==> src/rtl/led_key_controller_command_interface_assert.svh <==
// Assertion macros shared by the LED and key controller command interface RTL.
`ifndef LED_KEY_CONTROLLER_COMMAND_INTERFACE_ASSERT_SVH
`define LED_KEY_CONTROLLER_COMMAND_INTERFACE_ASSERT_SVH

`ifndef NO_ASSERTIONS

// Check that a condition implies another in the same cycle.
`define LKC_ASSERT_IMPLY(label, clk, rst, cond, prop) \
   label: assert property (@(posedge clk) disable iff (rst) (cond) |-> (prop)) \
      else $error("lkc assertion failed");

// Check that a condition implies another in the next cycle.
`define LKC_ASSERT_NEXT(label, clk, rst, cond, prop) \
   label: assert property (@(posedge clk) disable iff (rst) (cond) |=> (prop)) \
      else $error("lkc assertion failed");

`else

`define LKC_ASSERT_IMPLY(label, clk, rst, cond, prop)
`define LKC_ASSERT_NEXT(label, clk, rst, cond, prop)

`endif

`endif

==> src/rtl/lkc_pkg.sv <==
// Types and constants of the LED and key controller command interface.
`default_nettype none

package lkc_pkg;

   // Top two bits of a command byte.
   localparam logic [1:0] CMD_UNDEFINED    = 2'b00;
   localparam logic [1:0] CMD_DATA_MODE    = 2'b01;
   localparam logic [1:0] CMD_DISPLAY_CTRL = 2'b10;
   localparam logic [1:0] CMD_ADDRESS      = 2'b11;

   localparam int RAM_ADDR_W = 4;

   typedef struct packed {
      logic        command;
      logic        first_of_frame;
      logic [7:0]  data_byte;
      logic [31:0] key_data;
   } req_type;

   typedef struct packed {
      logic [7:0]            read_data;
      logic                  ram_write;
      logic [RAM_ADDR_W-1:0] ram_addr;
      logic [7:0]            ram_data;
      logic                  display_on;
      logic [2:0]            brightness;
      logic                  status;
   } rsp_type;

   typedef enum logic [2:0] {
      OP_KEY_READ,
      OP_DATA_MODE,
      OP_DISPLAY_CTRL,
      OP_ADDRESS_SET,
      OP_RAM_WRITE,
      OP_UNDEFINED
   } op_type;

   typedef struct packed {
      op_type      op;
      logic [7:0]  data_byte;
      logic [31:0] key_data;
   } entry_type;

endpackage

`default_nettype wire

==> src/rtl/lkc_front.sv <==
// Front end: take request transfers and classify each byte into an operation.
`default_nettype none

module lkc_front
   import lkc_pkg::*;
(
   input  wire logic      req_valid,
   input  wire req_type   req_payload,
   output logic           req_stall,
   input  wire logic      queue_full,
   output logic           push,
   output entry_type      entry
);

   op_type op;

   always_comb begin
      if (req_payload.command) begin
         op = OP_KEY_READ;
      end else if (req_payload.first_of_frame) begin
         case (req_payload.data_byte[7:6])
            CMD_DATA_MODE:    op = OP_DATA_MODE;
            CMD_DISPLAY_CTRL: op = OP_DISPLAY_CTRL;
            CMD_ADDRESS:      op = OP_ADDRESS_SET;
            default:          op = OP_UNDEFINED;
         endcase
      end else begin
         op = OP_RAM_WRITE;
      end
   end

   // Hold the host off while the queue has no free slot.
   assign req_stall       = queue_full;
   assign push            = req_valid && !queue_full;
   assign entry.op        = op;
   assign entry.data_byte = req_payload.data_byte;
   assign entry.key_data  = req_payload.key_data;

endmodule

`default_nettype wire

==> src/rtl/lkc_queue.sv <==
// Short FIFO between the classifying front end and the executing back end.
`default_nettype none
`include "led_key_controller_command_interface_assert.svh"

module lkc_queue
   import lkc_pkg::*;
#(
   parameter int QUEUE_DEPTH = 2
) (
   input  wire logic      clock,
   input  wire logic      reset,
   input  wire logic      push,
   input  wire entry_type push_entry,
   input  wire logic      pop,
   output logic           full,
   output logic           not_empty,
   output entry_type      head
);

   localparam int PTR_W = $clog2(QUEUE_DEPTH);
   localparam int CNT_W = $clog2(QUEUE_DEPTH + 1);

   entry_type slot_ff [QUEUE_DEPTH];
   logic [PTR_W-1:0] wr_ptr_ff, wr_ptr_in;
   logic [PTR_W-1:0] rd_ptr_ff, rd_ptr_in;
   logic [CNT_W-1:0] count_ff, count_in;

   function automatic logic [PTR_W-1:0] next_ptr(input logic [PTR_W-1:0] ptr);
      next_ptr = (ptr == PTR_W'(QUEUE_DEPTH - 1)) ? '0 : ptr + 1'b1;
   endfunction

   assign full      = (count_ff == CNT_W'(QUEUE_DEPTH));
   assign not_empty = (count_ff != '0);
   assign head      = slot_ff[rd_ptr_ff];

   always_comb begin
      wr_ptr_in = push ? next_ptr(wr_ptr_ff) : wr_ptr_ff;
      rd_ptr_in = pop  ? next_ptr(rd_ptr_ff) : rd_ptr_ff;
      count_in  = count_ff;
      if (push && !pop) begin
         count_in = count_ff + 1'b1;
      end else if (pop && !push) begin
         count_in = count_ff - 1'b1;
      end
   end

   always_ff @(posedge clock) begin
      if (reset) begin
         wr_ptr_ff <= '0;
         rd_ptr_ff <= '0;
         count_ff  <= '0;
      end else begin
         wr_ptr_ff <= wr_ptr_in;
         rd_ptr_ff <= rd_ptr_in;
         count_ff  <= count_in;
      end
   end

   always_ff @(posedge clock) begin
      if (push) begin
         slot_ff[wr_ptr_ff] <= push_entry;
      end
   end

   `LKC_ASSERT_IMPLY(a_no_push_when_full, clock, reset, push, !full)
   `LKC_ASSERT_IMPLY(a_no_pop_when_empty, clock, reset, pop, not_empty)
   `LKC_ASSERT_NEXT(a_push_fills, clock, reset, push && !pop, count_ff == $past(count_ff) + 1'b1)

endmodule

`default_nettype wire

==> src/rtl/lkc_back.sv <==
// Back end: carry out queued operations on the controller state, register results.
`default_nettype none
`include "led_key_controller_command_interface_assert.svh"

module lkc_back
   import lkc_pkg::*;
(
   input  wire logic      clock,
   input  wire logic      reset,
   input  wire logic      entry_valid,
   input  wire entry_type entry,
   output logic           pop,
   output logic           rsp_valid,
   input  wire logic      rsp_stall,
   output rsp_type        rsp_payload
);

   logic [RAM_ADDR_W-1:0] ptr_ff, ptr_in;
   logic                  fixed_ff, fixed_in;
   logic                  key_mode_ff, key_mode_in;
   logic                  disp_en_ff, disp_en_in;
   logic [2:0]            bright_ff, bright_in;
   logic [1:0]            key_idx_ff, key_idx_in;
   logic                  rsp_valid_ff, rsp_valid_in;
   rsp_type               rsp_ff, rsp_in;

   // Advance when the output register is empty or being drained this cycle.
   assign pop          = entry_valid && (!rsp_valid_ff || !rsp_stall);
   assign rsp_valid_in = pop || (rsp_valid_ff && rsp_stall);

   always_comb begin
      ptr_in      = ptr_ff;
      fixed_in    = fixed_ff;
      key_mode_in = key_mode_ff;
      disp_en_in  = disp_en_ff;
      bright_in   = bright_ff;
      key_idx_in  = key_idx_ff;

      rsp_in.read_data = '0;
      rsp_in.ram_write = 1'b0;
      rsp_in.ram_data  = '0;
      rsp_in.status    = 1'b0;

      case (entry.op)
         OP_KEY_READ: begin
            if (key_mode_ff) begin
               rsp_in.read_data = 8'(entry.key_data >> {key_idx_ff, 3'b000});
               key_idx_in       = key_idx_ff + 1'b1;
            end else begin
               rsp_in.status = 1'b1;
            end
         end
         OP_DATA_MODE: begin
            key_mode_in = entry.data_byte[1];
            fixed_in    = entry.data_byte[2];
            key_idx_in  = '0;
         end
         OP_DISPLAY_CTRL: begin
            disp_en_in = entry.data_byte[3];
            bright_in  = entry.data_byte[2:0];
         end
         OP_ADDRESS_SET: begin
            ptr_in = entry.data_byte[RAM_ADDR_W-1:0];
         end
         OP_RAM_WRITE: begin
            if (key_mode_ff) begin
               rsp_in.status = 1'b1;
            end else begin
               rsp_in.ram_write = 1'b1;
               rsp_in.ram_data  = entry.data_byte;
               if (!fixed_ff) begin
                  ptr_in = ptr_ff + 1'b1;
               end
            end
         end
         default: begin
            rsp_in.status = 1'b1;
         end
      endcase

      // A write reports its own address, anything else the pointer after the step.
      rsp_in.ram_addr   = rsp_in.ram_write ? ptr_ff : ptr_in;
      rsp_in.display_on = disp_en_in;
      rsp_in.brightness = bright_in;
   end

   always_ff @(posedge clock) begin
      if (reset) begin
         ptr_ff       <= '0;
         fixed_ff     <= 1'b0;
         key_mode_ff  <= 1'b0;
         disp_en_ff   <= 1'b0;
         bright_ff    <= '0;
         key_idx_ff   <= '0;
         rsp_valid_ff <= 1'b0;
      end else begin
         rsp_valid_ff <= rsp_valid_in;
         if (pop) begin
            ptr_ff      <= ptr_in;
            fixed_ff    <= fixed_in;
            key_mode_ff <= key_mode_in;
            disp_en_ff  <= disp_en_in;
            bright_ff   <= bright_in;
            key_idx_ff  <= key_idx_in;
         end
      end
   end

   always_ff @(posedge clock) begin
      if (pop) begin
         rsp_ff <= rsp_in;
      end
   end

   assign rsp_valid   = rsp_valid_ff;
   assign rsp_payload = rsp_ff;

   `LKC_ASSERT_IMPLY(a_no_pop_while_stalled, clock, reset, rsp_valid_ff && rsp_stall, !pop)
   `LKC_ASSERT_IMPLY(a_write_is_accepted, clock, reset, rsp_valid_ff && rsp_ff.ram_write, !rsp_ff.status && rsp_ff.read_data == '0)
   `LKC_ASSERT_NEXT(a_data_mode_restarts_keys, clock, reset, pop && entry.op == OP_DATA_MODE, key_idx_ff == '0)

endmodule

`default_nettype wire

==> src/rtl/led_key_controller_command_interface.sv <==
// Top level of the LED and key controller command interface.
//
// Device side of a strobe-framed byte link to an LED and key controller.
// Request channel (req_valid / req_stall / req_payload): one transfer per
// byte the host writes or reads, flagged with command and first_of_frame,
// plus the key matrix sample for reads.
// Response channel (rsp_valid / rsp_stall / rsp_payload): exactly one
// transfer per request, in order, carrying the key byte read, the display
// RAM write (address and data), the current display enable and brightness,
// and an accepted/ignored status.
// Order: a request taken is first written into the queue, then popped and
// registered in the response register, so its response is valid from then
// on and holds there until it transfers.
// Throughput: one transfer per cycle unless a side stalls; the back end
// updates all controller state per popped byte; nothing loops across items.
// A front end classifies each byte and pushes it into a small queue of
// QUEUE_DEPTH entries; the back end pops, executes and loads the response
// register. When the receiver stalls, the response register holds, the
// queue fills, and req_stall rises once the queue is full.
// Reset (synchronous, active high) clears the pointer, modes, display
// enable, brightness, key byte index and empties the queue. Display RAM
// contents leave the block only as write transfers on the response channel.
`default_nettype none

module led_key_controller_command_interface
   import lkc_pkg::*;
#(
   parameter int QUEUE_DEPTH = 2
) (
   input  wire logic    clock,
   input  wire logic    reset,
   input  wire logic    req_valid,
   output logic         req_stall,
   input  wire req_type req_payload,
   output logic         rsp_valid,
   input  wire logic    rsp_stall,
   output rsp_type      rsp_payload
);

   logic      push;
   logic      pop;
   logic      queue_full;
   logic      queue_not_empty;
   entry_type push_entry;
   entry_type head_entry;

   // Classify incoming bytes; stall the host only when the queue is full.
   lkc_front u_front (
      .req_valid   (req_valid),
      .req_payload (req_payload),
      .req_stall   (req_stall),
      .queue_full  (queue_full),
      .push        (push),
      .entry       (push_entry)
   );

   // Decouple the two halves so each can stall on its own.
   lkc_queue #(
      .QUEUE_DEPTH (QUEUE_DEPTH)
   ) u_queue (
      .clock      (clock),
      .reset      (reset),
      .push       (push),
      .push_entry (push_entry),
      .pop        (pop),
      .full       (queue_full),
      .not_empty  (queue_not_empty),
      .head       (head_entry)
   );

   // Execute operations and hold the response until it is transferred.
   lkc_back u_back (
      .clock       (clock),
      .reset       (reset),
      .entry_valid (queue_not_empty),
      .entry       (head_entry),
      .pop         (pop),
      .rsp_valid   (rsp_valid),
      .rsp_stall   (rsp_stall),
      .rsp_payload (rsp_payload)
   );

endmodule

`default_nettype wire
==> config.mk <==
export PLATFORM = sky130hd
export DESIGN_NAME = led_key_controller_command_interface
export DESIGN_NICKNAME = d
export VERILOG_FILES = /design/src/rtl/lkc_pkg.sv /design/src/rtl/lkc_front.sv /design/src/rtl/lkc_queue.sv /design/src/rtl/lkc_back.sv /design/src/rtl/led_key_controller_command_interface.sv
export VERILOG_INCLUDE_DIRS = /design/src /design/src/rtl
export SDC_FILE = /design/constraint.sdc
export NUM_CORES = 1
export LEC_CHECK = 0
export ABC_CLOCK_PERIOD_IN_PS = 5100
export BUFFER_PORTS_ARGS = -buffer_cell sky130_fd_sc_hd__clkbuf_2
export CORE_ASPECT_RATIO = 0.5
export CORE_MARGIN = 3
export CORE_UTILIZATION = 50
export CTS_CLUSTER_SIZE = 24
export DETAILED_ROUTE_END_ITERATION = 12
export HOLD_SLACK_MARGIN = 0.12
export PLACE_DENSITY = 0.71
export RECOVER_POWER = 100
export SETUP_SLACK_MARGIN = 0.1
export SYNTH_ARGS = -nofsm -noshare
export SYNTH_HDL_FRONTEND = slang
export SYNTH_SLANG_ARGS = --single-unit
==> constraint.sdc <==
create_clock -name clock -period 5.1 [get_ports clock]
set_clock_uncertainty 0.05 [all_clocks]
set_input_delay 0.255 -clock clock [delete_from_list [all_inputs] [get_ports clock]]
set_output_delay 0.255 -clock clock [all_outputs]
set_load 0.1 [all_outputs]
==> run metrics, run 1 <==
First-pass DRT Iterations=7; drt drc=0; Tot Pwr=roughly 4100 uW; cell count after synthesis=around 330; post-CTS resize count=0; CTS root buf=clkbuf_16; cell row count=25; area growth from synthesis to layout=25.76%; setup TNS=0 ns; core area=0.009884 sq mm; TritonCTS clock tree=built; critical path type=register to register; total CTS buffers=17; commonest cells after routing, fill and taps aside=edfxtp_1, clkbuf_1, dlygate4sd3_1; Clock power frac=0.283; share of cells above drive strength 1=0.1398; crit path DAT=roughly 3.8 ns; crit end category=register; Reg2Reg Depth=5; Worst-Skew Late Latency=0.41 ns; final hold vios=0; die area=0.01195 sq mm; depth of the CTS H-tree=4; syn avg cell area=16.11 sq um; maximum buffer depth of the clock tree=2; Post-Syn Area=about 0.0053 sq mm; Initial Utilization=0.5362; Logic pwr share=0.338; Die Wd=~150 um; Final period util=0.7053; CTS Sinks=130; P per Cell Area=621.2 mW/mm^2; Slew @ Worst Pin=approximately 2.2 ns; most common cell after layout, fill and taps aside=edfxtp_1; Reg area=0.003724 sq mm; Vias=3258; CTS hold repair buffers=42; initial antenna violation count=0; Max Clock Freq=roughly 0.28 GHz; Seq/Total Area, Yosys=0.7025; post-route ant nets=0; Reg power frac=0.379; wire per inst=approximately 17 um; clock-pin slew on the worst setup and hold paths=0.05 ns; Post-synth EDFFs=roughly 110; Primary FF master, synth=edfxtp_1; Die H=a little under 80 um; filler cell count=744; max-cap viol count=3; RSZ-0062 raised after global routing=false; DR vias/cell=5.430; first-pass GRT wire length=around 16000 um; status=finished, violations left; diodes inserted=0; Syn Nets=377; total global-route track usage=0.1842; I/O pin cnt=74; Synth cell types=52; worst vdd ir=about 270 uV; worst reg-to-reg setup slack=1.50 ns; largest net degree at the start of global routing=44; CP required=5.27 ns; RD Place Congestion=0.8168; endpoint of the worst hold path=u_queue.wr_ptr_ff; post-detail-place hpwl=approximately 6300 um; Post-CTS Setup Bufs=0; grt ovf=0; Post-Route WL=approximately 10000 um; Startpoint Class=register; Lkg Pwr=0.002308 uW; vias in the first global route=between 3000 and 4000; ys async rst share=0; CP max FO=28; Final setup viols=0; Seq cells post-synth=130; Psw=between 1500 and 2000 uW; Worst Hold Class=input pin to register; sw frac=0.3883; Reg2Reg Capture Point=u_back.rsp_payload[15]; final net count=500; worst hold start=req_valid; Syn. warnings=0; Max Slew Vio Count=117; 1st-iter DRT viols=243; failing checks=capacitance limit, slew limit; Multi-input gate area=0.001450 sq mm; PortBufs=73; Slew HR=-0.4715; hold-critical path depth=4; Int Power=2532 uW; Tmin final=about 3.6 ns
==> metal layers <==
layer	global-route usage	routed length (um)	vias to the layer above
met2	0.3050	5032	110
met1	0.2326	4411	1599
met3	0.04447	602	20
li1	-	-	1529
met5	0	0	-
met4	0.08423	181	0
==> per-stage QoR <==
stage	area [sq um]	std cells	util	setup slack, ns	hold slack, ns
finish	6665	600	0.6743	1.503	0.2048
global route	6665	600	0.6743	1.078	0.2116
CTS	6778	600	0.6857	2.295	0.1990
detailed placement	5783	526	0.5851	2.326	0.3981
global placement	5783	526	0.5851	2.523	0.3939
floorplan	5300	329	-	2.165	0.3039
==> cells by family (layout without fill, tap and decap cells) <==
group	after synthesis	count (layout)	share of synthesized area
AO/OA/AOI/OAI	40	40	0.05312
XOR/XNOR	4	4	0.006611
adder cells (fa/ha/maj)	2	2	0.004721
buffers and inverters	21	157	0.02007
flip-flops	130	130	0.7026
multiplexers	44	44	0.1239
AND/OR/NAND/NOR	88	88	0.08900
==> flip-flops by register name, indices dropped and copies added, names as in the netlist, 2 cells and up, named ones only <==
| signal | flops |
|---|---|
| u_queue.count_ff | 2 |
| u_back.ptr_ff | 4 |
| u_back.bright_ff | 3 |
| u_back.key_idx_ff | 2 |
| u_back.rsp_payload | 26 |
| u_queue.slot_ff | 86 |
==> cell usage after synthesis (4+ instances only) <==
cell	count	share of area
nand2_1	10	0.0071
mux2i_1	20	0.038
edfxtp_1	112	0.63
nand2b_1	6	0.0071
o21ai_0	7	0.0066
dfxtp_1	18	0.068
a21oi_1	7	0.0066
nand3_1	5	0.0047
buf_2	4	0.0038
o211ai_1	4	0.0057
mux2_2	6	0.013
mux4_2	16	0.068
nor3b_1	7	0.0099
inv_1	8	0.0057
o21ai_1	4	0.0038
and3b_1	6	0.0099
clkbuf_1	5	0.0035
nor2_1	33	0.023
==> layout make-up <==
class / instances / area share
tap: 135 / 0.02534
clock inverter: 14 / 0.02178
clock buffer: 18 / 0.06439
timing repair buffer: 117 / 0.1078
sequential: 130 / 0.5587
multi-input combinational: 178 / 0.2176
inverter: 8 / 0.004505
==> power by group through the flow <==
stage | registers, uW | clock network [uW] | logic, uW
3_3_place_gp | 1580 | 0 | 1380
5_1_grt | 1600 | 1240 | 1480
4_1_cts | 1570 | 1190 | 1450
6_report | 1570 | 1170 | 1400
2_1_floorplan | 2150 | 0 | 600
3_5_place_dp | 1590 | 0 | 1420
==> worst max-delay path, stage by stage (launching register included) <==
cell and delay [ns]:
dfxtp_1 1.11, buf_4 0.47, nor4_1 0.12, o21ai_0 1.09, a21oi_1 0.24, nor3b_1 0.32
==> worst max-delay path by stage <==
| stage | startpoint | end | slack, ns | cells after the start |
|---|---|---|---|---|
| floorplan | u_queue.count_ff[0] | u_queue.slot_ff[0][0] | 2.16 | 3 |
| global placement | register | u_back.rsp_payload[21] | 2.52 | 4 |
| detailed placement | register | u_back.rsp_payload[15] | 2.33 | 5 |
| CTS | register | u_back.rsp_payload[15] | 2.30 | 5 |
| global route | register | u_back.rsp_payload[15] | 1.08 | 5 |
| finish | register | u_back.rsp_payload[15] | 1.50 | 5 |
Note: power is estimated with default switching activity, not from simulation.
==> inputs of run 2 (changes only) <==
--- a/config.mk
+++ b/config.mk
@@ -6,7 +6,8 @@
 export SDC_FILE = /design/constraint.sdc
 export NUM_CORES = 1
 export LEC_CHECK = 0
-export ABC_CLOCK_PERIOD_IN_PS = 5100
+export ABC_AREA = 1
+export ABC_CLOCK_PERIOD_IN_PS = 2900
 export BUFFER_PORTS_ARGS = -buffer_cell sky130_fd_sc_hd__clkbuf_2
 export CORE_ASPECT_RATIO = 0.5
 export CORE_MARGIN = 3
@@ -14,7 +15,7 @@
 export CTS_CLUSTER_SIZE = 24
 export DETAILED_ROUTE_END_ITERATION = 12
 export HOLD_SLACK_MARGIN = 0.12
-export PLACE_DENSITY = 0.71
+export PLACE_DENSITY = 0.74
 export RECOVER_POWER = 100
 export SETUP_SLACK_MARGIN = 0.1
 export SYNTH_ARGS = -nofsm -noshare
==> constraint.sdc (replaced) <==
create_clock -name clock -period 2.9 [get_ports clock]
set_clock_uncertainty 0.05 [all_clocks]
set_input_delay 0.145 -clock clock [delete_from_list [all_inputs] [get_ports clock]]
set_output_delay 0.145 -clock clock [all_outputs]
set_load 0.1 [all_outputs]
==> run metrics, run 2 <==
status=finished, final reports clean (was finished, violations left); CP Buf/Inv Count=2 (was 1); Final setup viols=0 (unchanged); P per Cell Area=1190 mW/mm^2 (was 621.2 mW/mm^2); Post-synth EDFFs=112 (unchanged); Util after Layout=0.6868 (was 0.6743); Die H=78.89 um (was 78.80 um); CP max stage delay=0.68 ns (was 1.11 ns); CTS Sinks=130 (unchanged); Tmin final=2.285 ns (was 3.597 ns); Vias=3776 (was 3258); First-pass DRT Iterations=5 (was 7); clock-pin slew on the worst setup and hold paths=0.06 ns (was 0.05 ns); final std cells w/o fill=721 (was 600); CP max FO=44 (was 28); Startpoint Class=register (unchanged); crit end category=register (unchanged); Top reg by flops=u_queue.slot_ff (unchanged); Worst-Skew Late Latency=0.41 ns (about the same); CP top delay family=buffers and inverters (was compound AO/OA/AOI/OAI gates); most common cell after layout, fill and taps aside=edfxtp_1 (unchanged); critical path type=register to register (unchanged); Synth Area in Compound Gates=0.1095 (was 0.05312); Worst Hold Class=input pin to register (unchanged); hold-critical path depth=5 (was 4); drt drc=0 (unchanged); Die Wd=151.8 um (was 151.6 um); Commonest cells post-synth=edfxtp_1, nor2_1, nand2_1 (was edfxtp_1, nor2_1, mux2i_1); CTS root buf=clkbuf_16 (unchanged); syn avg cell area=11.86 sq um (was 16.11 sq um); area leader, netlist=edfxtp_1 (unchanged); Lkg Pwr=0.002550 uW (was 0.002308 uW); critical path's slowest cell=clkbuf_2 (was dfxtp_1); post-CTS resize count=0 (unchanged); share of cells above drive strength 1=0.1143 (was 0.1398); met1 Use GR=0.2604 (was 0.2326); initial antenna violation count=0 (unchanged); Reg2Reg Capture Point=u_queue.slot_ff[1][14] (was u_back.rsp_payload[15]); Seq/Total Area, Yosys=0.7009 (was 0.7025); reg2reg start=u_queue.count_ff[1]; GRT Max-Usage Layer=met2 (unchanged); largest family of logic cells by synthesized area=simple AND/OR/NAND/NOR gates (was multiplexers); Slew HR=0.1890 (was -0.4715); WHS=0.3707 ns (was 0.2048 ns); Synth cell types=32 (was 52); CP startpoint=u_queue.count_ff[1]; 1st-iter DRT viols=230 (was 243); DR vias/cell=5.237 (was 5.430); Max Slew Vio Count=0 (was 117); sw frac=0.4246 (was 0.3883); Synth Area in Simple Gates=0.1295 (was 0.08900); Syn Nets=496 (was 377); most common cell in the netlist=edfxtp_1 (unchanged); diodes inserted=0 (unchanged); Post-Syn Area=0.005313 sq mm (was 0.005300 sq mm); post-synthesis mux area share=0 (was 0.1239); die area=0.01197 sq mm (was 0.01195 sq mm); Int Power=4648 uW (was 2532 uW); Post-Synth Adder-Cell Area=0.004710 (was 0.004721); met2 Use GR=0.3310 (was 0.3050); setup TNS=0 ns (unchanged); I/O pin cnt=74 (unchanged); fin worst setup slack=0.6153 ns (was 1.503 ns); core area=0.009884 sq mm (unchanged); PortBufs=73 (unchanged); first-pass GRT wire length=18670 um (was 16410 um); cell row count=25 (unchanged); RSZ-0062 raised after global routing=false (unchanged); total global-route track usage=0.2069 (was 0.1842); Post-CTS Setup Bufs=0 (unchanged); post-route ant nets=0 (unchanged); Logic pwr share=0.368 (was 0.338); Primary FF master, synth=edfxtp_1 (unchanged); max-cap viol count=0 (was 3); Clock power frac=0.284 (was 0.283); largest net degree at the start of global routing=47 (was 44); Psw=3430 uW (was 1608 uW); Initial Utilization=0.5375 (was 0.5362); Seq cells post-synth=130 (unchanged); maximum buffer depth of the clock tree=2 (unchanged); worst vdd ir=535.8 uV (was 274.9 uV); commonest cells after routing, fill and taps aside=edfxtp_1, nor2_1, clkbuf_1 (was edfxtp_1, clkbuf_1, dlygate4sd3_1); ys async rst share=0 (unchanged); final hold vios=0 (unchanged); RD Place Congestion=0.9090 (was 0.8168); Final period util=0.7878 (was 0.7053); met3 Use GR=0.07070 (was 0.04447); Post-Route WL=11280 um (was 10230 um); worst reg-to-reg setup slack=0.62 ns (was 1.50 ns); depth of the CTS H-tree=4 (unchanged); crit path DAT=2.15 ns (was 3.77 ns); Reg power frac=0.348 (was 0.379); total CTS buffers=17 (unchanged); vias in the first global route=3828 (was 3274); worst hold start=req_valid (unchanged); post-detail-place hpwl=6736 um (was 6312 um); CTS hold repair buffers=46 (was 42); final net count=621 (was 500); area growth from synthesis to layout=27.79% (was 25.76%); worst-path cell chain=inv_1, o21ai_0, nor2_4, clkbuf_2 (was buf_4, nor4_1, o21ai_0, a21oi_1, nor3b_1); grt ovf=0 (unchanged); CP required=2.77 ns (was 5.27 ns); Syn. warnings=0 (unchanged); Largest register FFs=86 (unchanged); Synth area leaders=edfxtp_1, dfxtp_1, nor2_1 (was edfxtp_1, dfxtp_1, mux4_2); top-area cell type share of the netlist area=0.6331 (was 0.6346); Max Clock Freq=0.4377 GHz (was 0.2780 GHz); wire per inst=15.65 um (was 17.05 um); xor and xnor area share after synthesis=0.004946 (was 0.006610); Placed Cells=643 (was 526); TritonCTS clock tree=built (unchanged); Reg2Reg Depth=4 (was 5); Post-Place Setup Slack=0.8339 ns (was 2.326 ns); cell count after synthesis=448 (was 329); Slew @ Worst Pin=1.222 ns (was 2.205 ns); endpoint of the worst hold path=u_queue.wr_ptr_ff (unchanged)
[run 2: cell type report]
cell class              count  area (sq um)
clock buffers              18         429.2
clock inverters            14         211.5
fillers                   740          3095
inverters                  41         158.9
multi-input cells         259          1315
flip-flops and latches    130          3724
well taps                 135         168.9
repair buffers            124         782.0
[run 2: power groups by stage]
stage	registers, uW	logic, uW	clock network, uW
2_1_floorplan	4100	1230	0
3_3_place_gp	2830	2960	0
3_5_place_dp	2840	3000	0
4_1_cts	2800	3070	2320
5_1_grt	2860	3200	2420
6_report	2810	2970	2300
[run 2: worst reg2reg max path, delay by kind of cell, from the launching register on]
kind                   cells  cell delay, ns
AOI/OAI and AO/OA          1            0.60
buffers and inverters      2            0.76
and+or+nand+nor            1            0.03
DFF                        1            0.32
[run 2: worst max path at each step]
stage	end	depth (start not counted)	slack, ns
after global routing	u_back.bright_ff[1]	7	0.34
after detailed placement	u_back.rsp_payload[16]	9	0.83
final	u_queue.slot_ff[1][14]	4	0.62
after floorplan	u_queue.count_ff[1]	9	0.56
after CTS	u_queue.count_ff[1]	8	0.81
after global placement	u_back.rsp_payload[16]	9	0.92
[run 2: metrics by stage]
stage / instance area (sq um) / power, uW
after floorplan: 5318 / 5329
after global routing: 6789 / 8471
after detailed placement: 5791 / 5834
after CTS: 6892 / 8193
after global placement: 5791 / 5787
final: 6789 / 8079
[run 2: kinds of logic after synthesis]
| logic type | Yosys count |
|---|---|
| flops | 130 |
| fa+ha+maj | 2 |
| buf+inv | 59 |
| simple gates | 149 |
| compound gates | 105 |
| xor+xnor | 3 |
[run 2: per-layer routing]
metal  share of wire  wire length, um  vias up
li1                -                -     1821
met1            0.44             4922     1785
met2            0.48             5386      154
met3           0.070              792       16
met4           0.016              182        0
met5               0                0        -
